[config.mk]
export PLATFORM = sky130hd
export DESIGN_NAME = sorted_priority_queue
export DESIGN_NICKNAME = d
export VERILOG_FILES = /design/src/hw/rtl/spq_pkg.sv /design/src/hw/rtl/spq_cell.sv /design/src/hw/rtl/sorted_priority_queue.sv
export SDC_FILE = /design/constraint.sdc
export NUM_CORES = 1
export LEC_CHECK = 0
export ABC_AREA = 1
export ABC_CLOCK_PERIOD_IN_PS = 3800
export BUFFER_PORTS_ARGS = -buffer_cell sky130_fd_sc_hd__buf_4
export CAP_MARGIN = 10
export CORE_AREA = 4 4 162 242
export DETAILED_ROUTE_END_ITERATION = 10
export DIE_AREA = 0 0 166 246
export PLACE_DENSITY_LB_ADDON = 0.12
export SYNTH_ARGS = -nofsm -noshare
export SYNTH_HDL_FRONTEND = slang
export SYNTH_SLANG_ARGS = --single-unit
[constraint.sdc]
create_clock -name clk -period 3.8 [get_ports clk]
set_clock_uncertainty 0.2 [all_clocks]
set_input_delay 0.19 -clock clk [delete_from_list [all_inputs] [get_ports clk]]
set_output_delay 0.19 -clock clk [all_outputs]
set_load 0.01 [all_outputs]
[src/hw/rtl/spq_pkg.sv]
package spq_pkg;

  localparam int DefQueueDepth = 16;
  localparam int TagW          = 8;
  localparam int PrioW         = 8;
  localparam int EntryCntW     = 5;
  localparam int InDataW       = 16;
  localparam int OutDataW      = 24;

  typedef enum logic [0:0] {
    MODE_INSERT = 1'b0,
    MODE_REMOVE = 1'b1
  } spq_mode_t;

  // Request broadcast to every slot cell.
  typedef struct packed {
    logic             ins;
    logic             rem;
    logic [PrioW-1:0] prio;
    logic [TagW-1:0]  tag;
  } spq_ctrl_t;

endpackage

[src/hw/rtl/spq_cell.sv]
module spq_cell (
  input  logic                      clk,
  input  spq_pkg::spq_ctrl_t        ctrl,
  input  logic                      occ,
  input  logic                      prev_ge,
  input  logic [spq_pkg::PrioW-1:0] prev_prio,
  input  logic [spq_pkg::TagW-1:0]  prev_tag,
  input  logic [spq_pkg::PrioW-1:0] next_prio,
  input  logic [spq_pkg::TagW-1:0]  next_tag,
  output logic [spq_pkg::PrioW-1:0] prio,
  output logic [spq_pkg::TagW-1:0]  tag,
  output logic                      ge
);
  import spq_pkg::*;

  logic [PrioW-1:0] prio_r, prio_nxt;
  logic [TagW-1:0]  tag_r, tag_nxt;

  // Entry stays ahead of a new one with equal or lower priority.
  assign ge = occ && (prio_r >= ctrl.prio);

  always_comb begin
    prio_nxt = prio_r;
    tag_nxt  = tag_r;
    if (ctrl.ins) begin
      if (!ge) begin
        if (prev_ge) begin
          prio_nxt = ctrl.prio;
          tag_nxt  = ctrl.tag;
        end else begin
          prio_nxt = prev_prio;
          tag_nxt  = prev_tag;
        end
      end
    end else if (ctrl.rem) begin
      prio_nxt = next_prio;
      tag_nxt  = next_tag;
    end
  end

  always_ff @(posedge clk) begin
    prio_r <= prio_nxt;
    tag_r  <= tag_nxt;
  end

  assign prio = prio_r;
  assign tag  = tag_r;

endmodule

[src/hw/rtl/sorted_priority_queue.sv]
// Output: each accepted request's result is registered in the output register.
// Throughput: one request per cycle; every slot cell compares and shifts in parallel,
// so the only stall is a result still waiting in the output register.
// Reset: clears the entry count and the output valid flag; the output data register and
// slot contents are not cleared, and slots are only read below the entry count.
module sorted_priority_queue #(
  parameter int QUEUE_DEPTH = spq_pkg::DefQueueDepth
) (
  input  logic                         clk,
  input  logic                         rst_n,
  input  logic                         in_tvalid,
  output logic                         in_tready,
  input  logic [spq_pkg::InDataW-1:0]  in_tdata,   // entry_tag[7:0], entry_priority[15:8]
  input  logic                         in_tuser,   // mode
  output logic                         out_tvalid,
  input  logic                         out_tready,
  // out_valid[0], out_tag[8:1], out_priority[16:9], dropped[17],
  // entry_count[22:18], is_empty[23]
  output logic [spq_pkg::OutDataW-1:0] out_tdata
);
  import spq_pkg::*;

  localparam int CntW = $clog2(QUEUE_DEPTH + 1);

  logic [CntW-1:0]     count_r, count_nxt;
  logic                out_tvalid_r;
  logic [OutDataW-1:0] out_tdata_r, out_tdata_nxt;

  logic                accept, is_rem, full, empty;
  spq_ctrl_t           ctrl;

  logic [PrioW-1:0]    cell_prio [QUEUE_DEPTH];
  logic [TagW-1:0]     cell_tag  [QUEUE_DEPTH];
  logic                cell_ge   [QUEUE_DEPTH];

  assign in_tready = !out_tvalid_r || out_tready;
  assign accept    = in_tvalid && in_tready;
  assign is_rem    = (spq_mode_t'(in_tuser) == MODE_REMOVE);
  assign full      = (count_r == CntW'(QUEUE_DEPTH));
  assign empty     = (count_r == '0);

  always_comb begin
    ctrl.ins  = accept && !is_rem && !full;
    ctrl.rem  = accept && is_rem && !empty;
    ctrl.tag  = in_tdata[TagW-1:0];
    ctrl.prio = in_tdata[TagW+PrioW-1:TagW];
  end

  for (genvar i = 0; i < QUEUE_DEPTH; i++) begin : g_cell
    logic             occ, prev_ge;
    logic [PrioW-1:0] prev_prio, next_prio;
    logic [TagW-1:0]  prev_tag, next_tag;

    assign occ = (count_r > CntW'(i));

    if (i == 0) begin : g_first
      assign prev_ge   = 1'b1;
      assign prev_prio = '0;
      assign prev_tag  = '0;
    end else begin : g_mid
      assign prev_ge   = cell_ge[i-1];
      assign prev_prio = cell_prio[i-1];
      assign prev_tag  = cell_tag[i-1];
    end

    if (i == QUEUE_DEPTH - 1) begin : g_last
      assign next_prio = '0;
      assign next_tag  = '0;
    end else begin : g_inner
      assign next_prio = cell_prio[i+1];
      assign next_tag  = cell_tag[i+1];
    end

    spq_cell u_cell (
      .clk       (clk),
      .ctrl      (ctrl),
      .occ       (occ),
      .prev_ge   (prev_ge),
      .prev_prio (prev_prio),
      .prev_tag  (prev_tag),
      .next_prio (next_prio),
      .next_tag  (next_tag),
      .prio      (cell_prio[i]),
      .tag       (cell_tag[i]),
      .ge        (cell_ge[i])
    );
  end

  always_comb begin
    logic            r_valid, r_drop;
    logic [CntW-1:0] cnt;
    count_nxt = count_r;
    if (ctrl.ins) begin
      count_nxt = count_r + CntW'(1);
    end else if (ctrl.rem) begin
      count_nxt = count_r - CntW'(1);
    end
    r_valid = ctrl.rem;
    r_drop  = accept && !is_rem && full;
    cnt     = count_nxt;
    out_tdata_nxt = {(cnt == '0),
                     EntryCntW'(cnt),
                     r_drop,
                     r_valid ? cell_prio[0] : {PrioW{1'b0}},
                     r_valid ? cell_tag[0]  : {TagW{1'b0}},
                     r_valid};
  end

  always_ff @(posedge clk) begin
    if (!rst_n) begin
      count_r      <= '0;
      out_tvalid_r <= 1'b0;
    end else begin
      count_r <= count_nxt;
      if (accept) begin
        out_tvalid_r <= 1'b1;
      end else if (out_tready) begin
        out_tvalid_r <= 1'b0;
      end
    end
  end

  always_ff @(posedge clk) begin
    if (accept) begin
      out_tdata_r <= out_tdata_nxt;
    end
  end

  assign out_tvalid = out_tvalid_r;
  assign out_tdata  = out_tdata_r;

  a_count_bound : assert property (@(posedge clk) disable iff (!rst_n)
    count_r <= CntW'(QUEUE_DEPTH))
    else $error("entry count above queue depth");

  a_remove_dec : assert property (@(posedge clk) disable iff (!rst_n)
    (accept && is_rem && !empty) |=> (count_r == $past(count_r) - CntW'(1)))
    else $error("remove did not decrement count");

  a_full_drop : assert property (@(posedge clk) disable iff (!rst_n)
    (accept && !is_rem && full) |=> (count_r == $past(count_r) && out_tdata_r[17]))
    else $error("insert on full queue not dropped");

  a_empty_flag : assert property (@(posedge clk) disable iff (!rst_n)
    $past(accept) |-> (out_tdata_r[23] == (count_r == '0)))
    else $error("empty flag disagrees with count");

endmodule
; Yosys cells after proc, flatten, opt, wreduce, memory -nomap -nowiden
; Index checks and enable logic that the tools add are counted.
[word_totals]
reg_bits = 286
in_bits = 21
out_inout_bits = 26
elab_cells = 263
[op_classes]
add_sub_neg = 2
order_cmp = 32
n_eq_ne = 17
mux = 129
reduce_logical = 47
[ops]
columns = cell, count
row1 = two-way mux 8 bit, 125
row2 = greater-or-equal comparator 8 bit, 16
row3 = "greater-than comparator 5 x 4 -> 1 bit, second input constant", 8
row4 = "inequality test 2 bit, second input constant", 16
row5 = AND reduction 2 bit, 16
row6 = logical AND 1 bit, 22
row7 = "greater-than comparator 5 x 3 -> 1 bit, second input constant", 4
row8 = "greater-than comparator 5 x 1 -> 1 bit, second input constant", 2
row9 = "greater-than comparator 5 x 2 -> 1 bit, second input constant", 2
row10 = logical NOT 5 bit, 2
row11 = two-way mux 5 bit, 2
row12 = "adder 5 x 1 -> 5 bit, second input constant", 1
row13 = "equality test 5 bit, second input constant", 1
row14 = "subtractor 5 x 1 -> 5 bit, second input constant", 1
row15 = logical NOT 1 bit, 4
row16 = nonzero test 2 bit, 2
row17 = two-way mux 1 bit, 2
row18 = logical OR 1 bit, 1

; Longest topological paths before layout
[logic_depth]
word_depth = 8
ltp_mapped = 15
mapped_depth_nobuf = 14

; Hierarchy
; Synthesis repeated with hierarchy kept, for this count alone.
[unflattened]
cells_unflattened = 2200
area_unflattened_um2 = 18148.7
[modules_own_cells]
columns = mod, n_inst, cells_per_inst, area_each_um2, seq_area_each_um2
row1 = spq_cell, 16, 126, 1029.7, 480.5
row2 = sorted_priority_queue, 1, 184, 1672.9, 840.8

; Worst setup path before layout
; Ideal clock, no wire load.
[synth_timing]
path_kind = register to register
from = register out_tvalid_r (netlist: out_tvalid)
to = register g_cell[15].u_cell.prio_r[0] (enable)
setup_ns = 0.394
t_arrival_ns = 2.912
required_ns = 3.206
path_slack_ns = 0.294
path_stages_with_launch = 6
n_path_buf = 0
period_less_slack_ns = 3.506
cell_sequence = dfxtp_1 a21oi_1 nand2_1 nor2_2 nor3b_1 a21oi_1
[synth_rtl]
columns = element, line
row1 = "start, declared", sorted_priority_queue.sv:26  ; logic out_tvalid_r;
row2 = "start signal, assigned", sorted_priority_queue.sv:112  ; out_tvalid_r <= 1'b0;
row3 = "start signal, assigned", sorted_priority_queue.sv:116  ; out_tvalid_r <= 1'b1;
row4 = "start signal, assigned", sorted_priority_queue.sv:118  ; out_tvalid_r <= 1'b0;
row5 = "end signal, assigned", spq_cell.sv:42  ; prio_r <= prio_nxt;
row6 = "end, declared", spq_cell.sv:16  ; logic [PrioW-1:0] prio_r, prio_nxt;

; Worst setup path in the final report
[layout_timing]
from = input port in_tdata[15] (netlist bit)
to = register g_cell[3].u_cell.tag_r[3] (enable)
[layout_between]
elab_chain_cells = 4
[layout_lines]
columns = element, line
row1 = "start, declared", sorted_priority_queue.sv:13  ; input logic [spq_pkg::InDataW-1:0] in_tdata,
row2 = greater-or-equal comparator 8 bit, spq_cell.sv:20  ; assign ge = occ && (prio_r >= ctrl.prio);
row3 = logical AND 1 bit, spq_cell.sv:20
row4 = inequality test 2 bit (no source line), n/a
row5 = AND reduction 2 bit (no source line), n/a
row6 = "end signal, assigned", spq_cell.sv:43  ; tag_r <= tag_nxt;
row7 = "end, declared", spq_cell.sv:17  ; logic [TagW-1:0] tag_r, tag_nxt;
; Every way passes these cells.
; A chain may end at the register's enable or synchronous reset.

==> out/metrics.cfg <==
[placed_design]
dp_hpwl_um = 39800
gp_congestion = 0.892
io_buffers = 46

[worst_setup_path]
cpMostUsedCell = nand2_1
arrival_ns = 2.99
slowest_stage = nand2_1
worst-path-buf-inv = 5
reg2reg_slack_ns = 0.90
cp_top_family = buffers and inverters
end_kind = register
r2r-start = count_r[0]
worstSetupStartpoint = in_tdata[15]
crit_path_start_kind = primary input
worst_path_largest_cell_delay_ns = 0.57
cp.required_ns = 3.80
worst-path-max-fanout = 17
critical_path_class = primary input to register
crit_chain = dlygate4sd3_1 -> buf_4 -> inv_1 -> buf_4 -> ha_1 -> nand2_1 -> inv_1 -> nor2_1 -> o21a_1 -> nand2_1 -> nand2_2 -> nand2_4 -> nand2_1

[routing]
routed_wirelength_um = 55800
wl_per_cell_um = 18.5
num_vias = 15700
post-route-drc-count = 0
vias_per_cell = 5.21
first_pass_iters = 5
drt-initial-drc-count = 1217
drtAntennaViolNets = 0

[die]
fp.dieW_um = 166
die_h_um = 246
dieArea_mm2 = 0.0408
core_area_mm2 = 0.0369
boundaryPins = 47
num_rows = 86
start_util_pct = 49.8

[power]
ir_drop_uv = 376
total_power_w = 0.0103
leakagePower_nw = 11.7
p_per_area_mw_per_mm2 = 502

[timing]
report.final.setup_viol = 0
slew_headroom_pct = 52.4
fmax_mhz = 334
worst_slew_pin_slew_ns = 0.712
final_max_slew_viol_count = 0
tns_ns = 0
fin_crit_ns = 2.99
rsz0062_at_grt = no
hold_viol = 0
fin_crit_sh_pct = 78.7

[synthesis]
syn_nets = 2589
ys_ff_latch = 286
synth_top_family_by_area = simple AND/OR/NAND/NOR gates
synthAdderAreaFrac_pct = 9.12
synth-compound-area-share_pct = 3.23
ys_seq_area_share_pct = 46.4
ys_types = 36
synth-xor-area-share_pct = 0.143
synthMuxAreaShare_pct = 0
synth_area_mm2 = 0.0184
synth_simple_gate_area_share_pct = 32.0
synth_cells = 2434
avgSynthCellArea_um2 = 7.55
yosys_warnings = 0

[finish]
syn_to_final_growth_pct = 11.6
layout.nets = 2658
mostFrequentLayoutCells = nand2_1 (1,353), inv_1 (312), edfxtp_1 (280)
antennaDiodeCount = 0
drive_gt1_share_pct = 7.68
final_common_cell = nand2_1
fillers = 3470
fin_util_pct = 55.6

[global_route]
grt_max_degree = 113
grt_usage_pct = 27.0
grt_pass1_wl_um = 86400
first_global_vias = 15800
grt_antenna_before_repair = 3
overflow = 0

[outcome]
status = complete, no violations

[clock_network]
cts_tree = yes
clock-root-buffer = clkbuf_16
cts_setup_buffers = 0
cts_hold_buf = 17
clkSlewWorstSetupHoldPaths_ns = 0.07
post_cts_resized = 0
numCtsBuffers = 30
clock_latency_ns = 0.58
clockBufferDepth = 3
htreeDepth = 1
clock-sinks = 286

[min_path]
hp-start = in_tdata[11]
min_path_type = primary input to register

[flow_run]
cap_violations = 0

[stage by stage]
step | std cells | instance area (µm²) | hold WS, ns | worst slack, ns
3_3_place_gp | 2938 | 19400 | 0.296 | 0.765
2_1_floorplan | 2434 | 18400 | 0.145 | 0.294
6_report | 3010 | 20500 | 0.0540 | 0.810
3_5_place_dp | 2938 | 19400 | 0.306 | 0.767
5_1_grt | 3010 | 20500 | 0.0355 | 0.525
4_1_cts | 3010 | 20500 | 0.00947 | 0.816
[sequential cells by signal (all words and copies together) (netlist names)]
signal,flops
out_tvalid,1
out_tdata,24
count_r,5
g_cell.u_cell.prio,128
g_cell.u_cell.tag,128
[area by class of cell]
type	instances	area (µm²)	area share (%)
Tap cell	484	606	2.95
Timing Repair Buffer	125	1020	4.96
Clock buffer	33	783	3.82
Clock inverter	22	218	1.06
Sequential cell	286	8530	41.5
Multi-Input combinational cell	1744	8180	39.9
Inverter	316	1190	5.81
[cell usage after synthesis (all sizes together)]
cell type	count	area, µm²
a21oi	59	295
clkbuf	19	71.3
o31ai	3	36.3
o21ai	25	129
xor2	3	26.3
nand2	1379	5290
dfxtp	6	120
nand4	3	18.8
a21boi	1	7.51
nor4	1	6.26
ha	134	1680
a31oi	1	6.26
nor3	4	31.3
edfxtp	280	8410
buf	69	422
nand3b	9	67.6
inv	316	1190
nor2	75	302
nor3b	1	7.51
o21a	16	120
nand3	30	155
[logic make-up (layout without fill, tap and decap cells)]
kind of cell / Yosys count / count (layout)
buf+inv: 404 / 496
flops: 286 / 286
simple gates: 1502 / 1502
fa+ha+maj: 134 / 134
compound gates: 105 / 105
xor+xnor: 3 / 3
[worst min-delay path, cell delays in order]
cell     delay, ns
buf_4         0.10
nand2_1       0.05
buf_4         0.22
o21ai_0       0.13
[per-layer routing]
layer / wire length, µm / share of wire (%) / global-route usage (%)
met1: 20600 / 37 / 30.5
met2: 28800 / 52 / 49.9
met3: 3140 / 5.6 / 2.79
met4: 3240 / 5.8 / 14.3
met5: 0 / 0 / 0
[report_power, final]
part	total (W)	switching [W]	leakage, nW	internal [W]
Combinational	0.00275	0.00183	8.50	0.000914
Clock	0.00303	0.00128	0.486	0.00175
Sequential	0.00454	0.000367	2.70	0.00417
Total	0.0103	0.00348	11.7	0.00684
[worst paths after layout]
path	endpoint	cells after the start
worst max-delay path	g_cell[3].u_cell.tag[3]	13
worst min-delay path	g_cell[0].u_cell.prio[3]	4
worst max register to register	g_cell[9].u_cell.tag[0]	8
worst min register to register	g_cell[14].u_cell.tag[7]	2
Power figures use the tool's default switching activity.
